`config.mk`:
```
export PLATFORM = sky130hd
export DESIGN_NAME = refcount_handle_allocator_compacting
export DESIGN_NICKNAME = d
export VERILOG_FILES = /design/src/rtl/rhac_pkg.sv /design/src/rtl/refcount_handle_allocator_compacting.sv /design/src/rtl/rhac_ram.sv
export SDC_FILE = /design/constraint.sdc
export NUM_CORES = 2
export LEC_CHECK = 0
export ABC_AREA = 1
export ABC_CLOCK_PERIOD_IN_PS = 10150
export BUFFER_PORTS_ARGS = -buffer_cell sky130_fd_sc_hd__buf_2
export CAP_MARGIN = 10
export CELL_PAD_IN_SITES_DETAIL_PLACEMENT = 1
export CELL_PAD_IN_SITES_GLOBAL_PLACEMENT = 2
export CORE_ASPECT_RATIO = 0.6
export CORE_MARGIN = 5
export CORE_UTILIZATION = 35
export DETAILED_ROUTE_END_ITERATION = 8
export PLACE_DENSITY = 0.7
export SLEW_MARGIN = 20
export SYNTH_ARGS = -nofsm -noshare
export SYNTH_HDL_FRONTEND = slang
export SYNTH_SLANG_ARGS = --single-unit
```
`constraint.sdc`:
```
create_clock -name clock -period 10.15 [get_ports clock]
set_input_delay 1.015 -clock clock [delete_from_list [all_inputs] [get_ports clock]]
set_output_delay 1.015 -clock clock [all_outputs]
set_load 0.01 [all_outputs]
```
`src/rtl/rhac_pkg.sv`:
```
package rhac_pkg;

   localparam int POOL_BYTES  = 65536;
   localparam int MAX_OBJECTS = 64;
   localparam int IDX_W       = $clog2(MAX_OBJECTS);
   localparam int CNT_W       = $clog2(MAX_OBJECTS + 1);

   localparam logic [1:0] KIND_INSERT   = 2'd0;
   localparam logic [1:0] KIND_RETRIEVE = 2'd1;
   localparam logic [1:0] KIND_ADD      = 2'd2;
   localparam logic [1:0] KIND_DROP     = 2'd3;

   localparam logic [1:0] ST_OK        = 2'd0;
   localparam logic [1:0] ST_NOSPACE   = 2'd1;
   localparam logic [1:0] ST_BADHANDLE = 2'd2;
   localparam logic [1:0] ST_ZEROSIZE  = 2'd3;

   typedef struct packed {
      logic [15:0] handle;
      logic [15:0] start;
      logic [15:0] size;
      logic [15:0] count;
   } entry_type;

   typedef enum logic [2:0] {
      S_IDLE,
      S_SCAN,
      S_ACT,
      S_SHIFT,
      S_COMPACT,
      S_ALLOC
   } state_type;

endpackage

```
`src/rtl/refcount_handle_allocator_compacting.sv`:
```
// insert allocates directly, or compacts the pool first when free offset plus size reaches the pool size
// retrieve, add, drop: scan the table for the handle (one entry read per cycle)
// a drop that frees an entry adds a shift pass over the later entries
// one item at a time; busy is high while an item is in work, results cannot be stalled
// reset: synchronous, clears counters, offset, handle and buffer; the table is not cleared
module refcount_handle_allocator_compacting
   import rhac_pkg::*;
(
   input  logic        clock,
   input  logic        reset,
   input  logic        start,
   output logic        busy,
   input  logic [1:0]  req_kind,
   input  logic [15:0] req_size,
   input  logic [15:0] req_handle,
   output logic        rsp_valid,
   output logic [15:0] rsp_new_handle,
   output logic        rsp_buffer_select,
   output logic [15:0] rsp_start_offset,
   output logic [1:0]  rsp_status
);

   localparam logic [16:0] POOL_LIM = 17'(POOL_BYTES);
   localparam logic [CNT_W-1:0] MAX_CNT = CNT_W'(MAX_OBJECTS);

   state_type state_ff, state_in;
   logic [CNT_W-1:0] live_ff, live_in;
   logic [15:0] free_ff, free_in;
   logic [15:0] last_ff, last_in;
   logic buf_ff, buf_in;
   logic [1:0] kind_ff, kind_in;
   logic [15:0] size_ff, size_in;
   logic [15:0] hnd_ff, hnd_in;
   logic [CNT_W-1:0] issue_ff, issue_in;
   logic dv_ff, dv_in;
   logic [CNT_W-1:0] didx_ff, didx_in;
   logic [15:0] off_ff, off_in;
   entry_type ent_ff, ent_in;
   logic [IDX_W-1:0] idx_ff, idx_in;
   logic rsp_valid_ff, rsp_valid_in;
   logic [15:0] rsp_nh_ff, rsp_nh_in;
   logic rsp_buf_ff, rsp_buf_in;
   logic [15:0] rsp_start_ff, rsp_start_in;
   logic [1:0] rsp_status_ff, rsp_status_in;

   logic wr_en, rd_en;
   logic [IDX_W-1:0] wr_addr, rd_addr;
   entry_type wr_data, rd_data;
   logic [16:0] sum;
   logic [15:0] cnt_dec;
   logic [CNT_W-1:0] didx_m1;

   rhac_ram #(.WIDTH($bits(entry_type)), .DEPTH(MAX_OBJECTS)) u_table (
      .clock   (clock),
      .wr_en   (wr_en),
      .wr_addr (wr_addr),
      .wr_data (wr_data),
      .rd_en   (rd_en),
      .rd_addr (rd_addr),
      .rd_data (rd_data)
   );

   always_comb begin
      state_in = state_ff;
      live_in = live_ff;
      free_in = free_ff;
      last_in = last_ff;
      buf_in = buf_ff;
      kind_in = kind_ff;
      size_in = size_ff;
      hnd_in = hnd_ff;
      issue_in = issue_ff;
      dv_in = 1'b0;
      didx_in = issue_ff;
      off_in = off_ff;
      ent_in = ent_ff;
      idx_in = idx_ff;
      rsp_valid_in = 1'b0;
      rsp_nh_in = 16'd0;
      rsp_buf_in = buf_ff;
      rsp_start_in = 16'd0;
      rsp_status_in = ST_OK;
      wr_en = 1'b0;
      wr_addr = idx_ff;
      wr_data = ent_ff;
      rd_en = 1'b0;
      rd_addr = issue_ff[IDX_W-1:0];
      sum = 17'(free_ff) + 17'(size_ff);
      cnt_dec = ent_ff.count - 16'd1;
      didx_m1 = didx_ff - CNT_W'(1);

      case (state_ff)
         S_IDLE: begin
            if (start) begin
               kind_in = req_kind;
               size_in = req_size;
               hnd_in = req_handle;
               issue_in = '0;
               off_in = 16'd0;
               if (req_kind == KIND_INSERT) begin
                  if (req_size == 16'd0) begin
                     rsp_valid_in = 1'b1;
                     rsp_status_in = ST_ZEROSIZE;
                  end else if ((17'(free_ff) + 17'(req_size)) >= POOL_LIM) begin
                     state_in = S_COMPACT;
                  end else begin
                     state_in = S_ALLOC;
                  end
               end else if (req_handle == 16'd0 || req_handle > last_ff) begin
                  rsp_valid_in = 1'b1;
                  rsp_status_in = ST_BADHANDLE;
               end else begin
                  state_in = S_SCAN;
               end
            end
         end
         S_SCAN: begin
            rd_en = issue_ff < live_ff;
            if (rd_en) begin
               issue_in = issue_ff + CNT_W'(1);
            end
            dv_in = rd_en;
            if (dv_ff && rd_data.handle == hnd_ff) begin
               ent_in = rd_data;
               idx_in = didx_ff[IDX_W-1:0];
               dv_in = 1'b0;
               state_in = S_ACT;
            end else if (!rd_en && !dv_ff) begin
               rsp_valid_in = 1'b1;
               rsp_status_in = ST_BADHANDLE;
               state_in = S_IDLE;
            end
         end
         S_ACT: begin
            state_in = S_IDLE;
            rsp_valid_in = 1'b1;
            case (kind_ff)
               KIND_RETRIEVE: begin
                  rsp_start_in = ent_ff.start;
               end
               KIND_ADD: begin
                  wr_en = 1'b1;
                  wr_data = ent_ff;
                  if (ent_ff.count != 16'hFFFF) begin
                     wr_data.count = ent_ff.count + 16'd1;
                  end
               end
               default: begin
                  if (ent_ff.count > 16'd1) begin
                     wr_en = 1'b1;
                     wr_data = ent_ff;
                     wr_data.count = cnt_dec;
                  end else begin
                     rsp_valid_in = 1'b0;
                     issue_in = CNT_W'(idx_ff) + CNT_W'(1);
                     state_in = S_SHIFT;
                  end
               end
            endcase
         end
         S_SHIFT: begin
            rd_en = issue_ff < live_ff;
            if (rd_en) begin
               issue_in = issue_ff + CNT_W'(1);
            end
            dv_in = rd_en;
            if (dv_ff) begin
               wr_en = 1'b1;
               wr_addr = didx_m1[IDX_W-1:0];
               wr_data = rd_data;
            end
            if (!rd_en && !dv_ff) begin
               live_in = live_ff - CNT_W'(1);
               rsp_valid_in = 1'b1;
               state_in = S_IDLE;
            end
         end
         S_COMPACT: begin
            rd_en = issue_ff < live_ff;
            if (rd_en) begin
               issue_in = issue_ff + CNT_W'(1);
            end
            dv_in = rd_en;
            if (dv_ff) begin
               wr_en = 1'b1;
               wr_addr = didx_ff[IDX_W-1:0];
               wr_data = rd_data;
               wr_data.start = off_ff;
               off_in = off_ff + rd_data.size;
            end
            if (!rd_en && !dv_ff) begin
               free_in = off_ff;
               buf_in = ~buf_ff;
               state_in = S_ALLOC;
            end
         end
         S_ALLOC: begin
            state_in = S_IDLE;
            rsp_valid_in = 1'b1;
            if (sum >= POOL_LIM || live_ff >= MAX_CNT || last_ff == 16'hFFFF) begin
               rsp_status_in = ST_NOSPACE;
            end else begin
               wr_en = 1'b1;
               wr_addr = live_ff[IDX_W-1:0];
               wr_data.handle = last_ff + 16'd1;
               wr_data.start = free_ff;
               wr_data.size = size_ff;
               wr_data.count = 16'd1;
               live_in = live_ff + CNT_W'(1);
               last_in = last_ff + 16'd1;
               free_in = sum[15:0];
               rsp_nh_in = last_ff + 16'd1;
               rsp_start_in = free_ff;
            end
         end
         default: begin
            state_in = S_IDLE;
         end
      endcase
      rsp_buf_in = buf_in;
   end

   always_ff @(posedge clock) begin
      if (reset) begin
         state_ff <= S_IDLE;
         live_ff <= '0;
         free_ff <= 16'd0;
         last_ff <= 16'd0;
         buf_ff <= 1'b0;
         dv_ff <= 1'b0;
         rsp_valid_ff <= 1'b0;
      end else begin
         state_ff <= state_in;
         live_ff <= live_in;
         free_ff <= free_in;
         last_ff <= last_in;
         buf_ff <= buf_in;
         dv_ff <= dv_in;
         rsp_valid_ff <= rsp_valid_in;
      end
   end

   always_ff @(posedge clock) begin
      kind_ff <= kind_in;
      size_ff <= size_in;
      hnd_ff <= hnd_in;
      issue_ff <= issue_in;
      didx_ff <= didx_in;
      off_ff <= off_in;
      ent_ff <= ent_in;
      idx_ff <= idx_in;
      rsp_nh_ff <= rsp_nh_in;
      rsp_buf_ff <= rsp_buf_in;
      rsp_start_ff <= rsp_start_in;
      rsp_status_ff <= rsp_status_in;
   end

   assign busy = state_ff != S_IDLE;
   assign rsp_valid = rsp_valid_ff;
   assign rsp_new_handle = rsp_nh_ff;
   assign rsp_buffer_select = rsp_buf_ff;
   assign rsp_start_offset = rsp_start_ff;
   assign rsp_status = rsp_status_ff;

endmodule

```
`src/rtl/rhac_ram.sv`:
```
module rhac_ram #(
   parameter int WIDTH = 8,
   parameter int DEPTH = 16
) (
   input  logic                     clock,
   input  logic                     wr_en,
   input  logic [$clog2(DEPTH)-1:0] wr_addr,
   input  logic [WIDTH-1:0]         wr_data,
   input  logic                     rd_en,
   input  logic [$clog2(DEPTH)-1:0] rd_addr,
   output logic [WIDTH-1:0]         rd_data
);

   logic [WIDTH-1:0] mem [DEPTH];

   always_ff @(posedge clock) begin
      if (wr_en) begin
         mem[wr_addr] <= wr_data;
      end
      if (rd_en) begin
         rd_data <= mem[rd_addr];
      end
   end

endmodule
```
==> impl_metrics.csv <==
group,metric,value,unit
power,vdd_drop_max,0.163,mV
synthesis,synth_top_cells_by_count,"edfxtp_1 (4287), nor2_1 (2750), o21ai_0 (2702)",
clock_network,clock_path_buffers,4,
synthesis,synthFlopType,"edfxtp_1",
timing,setup_ws,3890,ps
routing,antenna_left,0,
clock_network,cts_root_buf,"clkbuf_16",
synthesis,ys_top_cells_by_area,"edfxtp_1 (73%), o21ai_0 (7.7%), nor2_1 (5.9%)",
clock_network,path_clk_slew,70,ps
placed_design,post-place-ws,4090,ps
clock_network,cts_sinks,4373,
finish,layout-drive-gt1-share,0.0845,
critical_path,worstSetupPathType,"reg2reg",
timing,finalHoldViolCount,0,
synthesis,synth_seq_cells,4373,
synthesis,synth_edf_count,4287,
global_route,overflow,0,
synthesis,synth_seq_area_share,0.743,
power,p_leak,62.5,nW
finish,nets,13900,
timing,finalSetupViolCount,0,
routing,drt-total-wl,641,mm
die,die_w,924,µm
power,power.internal,0.0305,W
die,start_util,0.351,
timing,slew_headroom,0.105,
timing,worst_slew_pin_slew,1330,ps
synthesis,synth_most_common_cell,"edfxtp_1",
timing,max_freq,0.160,GHz
synthesis,synth_top_area_frac,0.733,
critical_path,critPathMaxFanout,32,
die,core_area,500000,µm²
global_route,grt_max_degree,204,
synthesis,syn_nets,14000,
synthesis,ys_warn_count,0,
die,rows,201,
clock_network,cts_buffers,400,
die,die_height,559,µm
clock_network,post_cts_resized,0,
timing,skew,71.2,ps
power,clkPwrFrac,0.355,
synthesis,netlist_area,176000,µm²
synthesis,synth_top_area_cell,"edfxtp_1",
clock_network,clkLatencyLatePin,990,ps
finish,fillers,52100,
global_route,antenna_found_initial,19,
power,sw_frac_of_total,0.305,
power,switchingPower,0.0134,W
placed_design,gp_congestion,0.863,
clock_network,cts_tree,"built",
power,comb_power_share,0.189,
synthesis,synthArstFlopShare,0,
timing,rsz0062_at_grt,"no",
synthesis,syn_inst,13900,
min_path,hold_class,"in2reg",
die,num_io_pins,74,
timing,slew_violations,0,
clock_network,h-tree-depth,5,
placed_design,portBuffers,73,
critical_path,critPathLaunchType,"register",
global_route,grt_pass1_wl,903,mm
run,max_cap_viol_count,0,
global_route,grt_pass1_vias,116000,
routing,drt_drc_violations_left,0,
routing,vias,121000,
power,power_density,222,nW/µm²
clock_network,cts_hold_buffers,0,
finish,syn2layout_area_growth,12.6,%
critical_path,cp-end-kind,"register",
power,seqPwrFrac,0.457,
routing,drtIter0Drc,14900,
global_route,track_usage,0.239,
status,status,"completed",
synthesis,synth_cell_types,62,
routing,dr.pass1.iters,5,
timing,period_share,0.617,
critical_path,cp.arrival,6810,ps
routing,vias_per_cell,5.81,
placed_design,dpl.hpwl,362,mm
critical_path,cp.required,10700,ps
timing,fin_crit,6260,ps
synthesis,syn_area_per_cell,12.6,µm²
clock_network,postCtsSetupBuffers,0,
timing,setup_tns,0,ps
routing,wl_per_cell,30.8,µm
die,die_area,516000,µm²
cell usage in the layout (no fill, tap or decap), types with 7 or more instances in the layout:
cell / netlist / routed
inv_6: 0 / 10
a21oi_1: 227 / 226
dfxtp_1: 86 / 85
clkbuf_1: 727 / 75
inv_1: 214 / 204
buf_12: 0 / 42
xnor2_1: 8 / 8
bufinv_16: 0 / 48
nand3_1: 146 / 146
clkbuf_16: 0 / 403
inv_2: 9 / 11
nand2_2: 6 / 13
o21ai_4: 0 / 28
xor2_1: 22 / 22
o211ai_1: 21 / 21
nor3_1: 49 / 48
and3_1: 7 / 7
a211oi_1: 12 / 12
o21ai_0: 2702 / 2682
nor2_4: 3 / 74
a31oi_1: 20 / 19
nor2_1: 2750 / 2680
clkinv_1: 4 / 91
buf_4: 11 / 310
edfxtp_1: 4287 / 4287
o21ai_1: 99 / 90
nand2_1: 707 / 698
nand4_1: 24 / 24
clkinvlp_4: 0 / 18
o31ai_1: 23 / 23
nand3_2: 7 / 7
ha_1: 82 / 82
clkinv_2: 0 / 75
o22ai_1: 1292 / 1290
buf_2: 217 / 73
nor4_1: 15 / 15
o21bai_1: 9 / 9
or2_2: 13 / 13
stage by stage:
step           cell area [µm²]  hold slack [ps]  utilization  power [W]  std cells
6_report                198000              249        0.396     0.0439      20800
2_1_floorplan           176000              349            -     0.0252      13900
4_1_cts                 198000              174        0.395     0.0441      20800
5_1_grt                 198000              212        0.396     0.0455      20800
3_5_place_dp            185000              426        0.370     0.0287      20000
3_3_place_gp            185000              415        0.369     0.0286      20000
power groups by stage:
stage               clock network, W  registers (W)  logic [W]
global route                  0.0166         0.0200    0.00890
global placement                   0         0.0204    0.00818
CTS                           0.0158         0.0201    0.00826
floorplan                          0         0.0204    0.00484
finish                        0.0156         0.0201    0.00830
detailed placement                 0         0.0204    0.00823
cell type report:
| class | count | area, µm² | share of cell area |
|---|---|---|---|
| timing repair buffer | 430 | 3670 | 0.0186 |
| multi-input combinational | 8307 | 41300 | 0.209 |
| inverter | 227 | 900 | 0.00455 |
| sequential | 4373 | 130000 | 0.660 |
| clock inverter | 248 | 2510 | 0.0127 |
| tap | 6699 | 8380 | 0.0424 |
| clock buffer | 481 | 10400 | 0.0527 |
| antenna | 5 | 12.5 | 0.0000633 |
flip-flops by register name, indices dropped and copies added, names as in the netlist, 16 cells and up:
signal / cells
u_table.rd_data: 64
ent_ff: 64
last_ff: 16
u_table.mem: 4096
rsp_start_offset: 16
rsp_new_handle: 16
hnd_ff: 16
size_ff: 16
free_ff: 16
off_ff: 16
metal layers:
metal | track usage | wire length [µm] | vias to the layer above
met2 | 0.348 | 272000 | 5122
li1 | - | - | 51300
met4 | 0.0578 | 17300 | 8
met1 | 0.376 | 301000 | 63600
met5 | 0 | 49 | -
met3 | 0.0325 | 50400 | 778
path summary, 6_finish.rpt:
kind	start	to	slack [ps]	cells past startpoint
min	req_size[6]	size_ff[6]	250	1
max reg2reg	size_ff[7]	u_table.mem[26][47]	3890	16
min reg2reg	didx_ff[3]	idx_ff[3]	440	0
max	size_ff[7]	u_table.mem[26][47]	3890	16
cell families (layout without fill, tap and decap cells):
family                     Yosys count  in the layout  synth area share
DFF                               4373           4373             0.743
adders and majority gates           85             85           0.00619
muxes                                1              1         0.0000570
xor gates and xnor gates            30             30           0.00150
AOI/OAI and AO/OA                 4443           4443             0.138
and+or+nand+nor                   3748           3748            0.0839
other                                0              5                 0
buffers and inverters             1201           1386            0.0276
worst max-delay path: stages (launching register included):
cell      delay [ps]
edfxtp_1         410
ha_1             390
nand2_1          110
nor2_1           150
nand3_1          100
nand2_1          180
nand2_1          240
nand3_4          210
nand2_2          330
inv_1            150
buf_4            370
o21ai_0          150
nand2_1          260
nand4_2          550
nor2_4           770
buf_4            570
buf_4            720
Power figures use the tool's default switching activity.
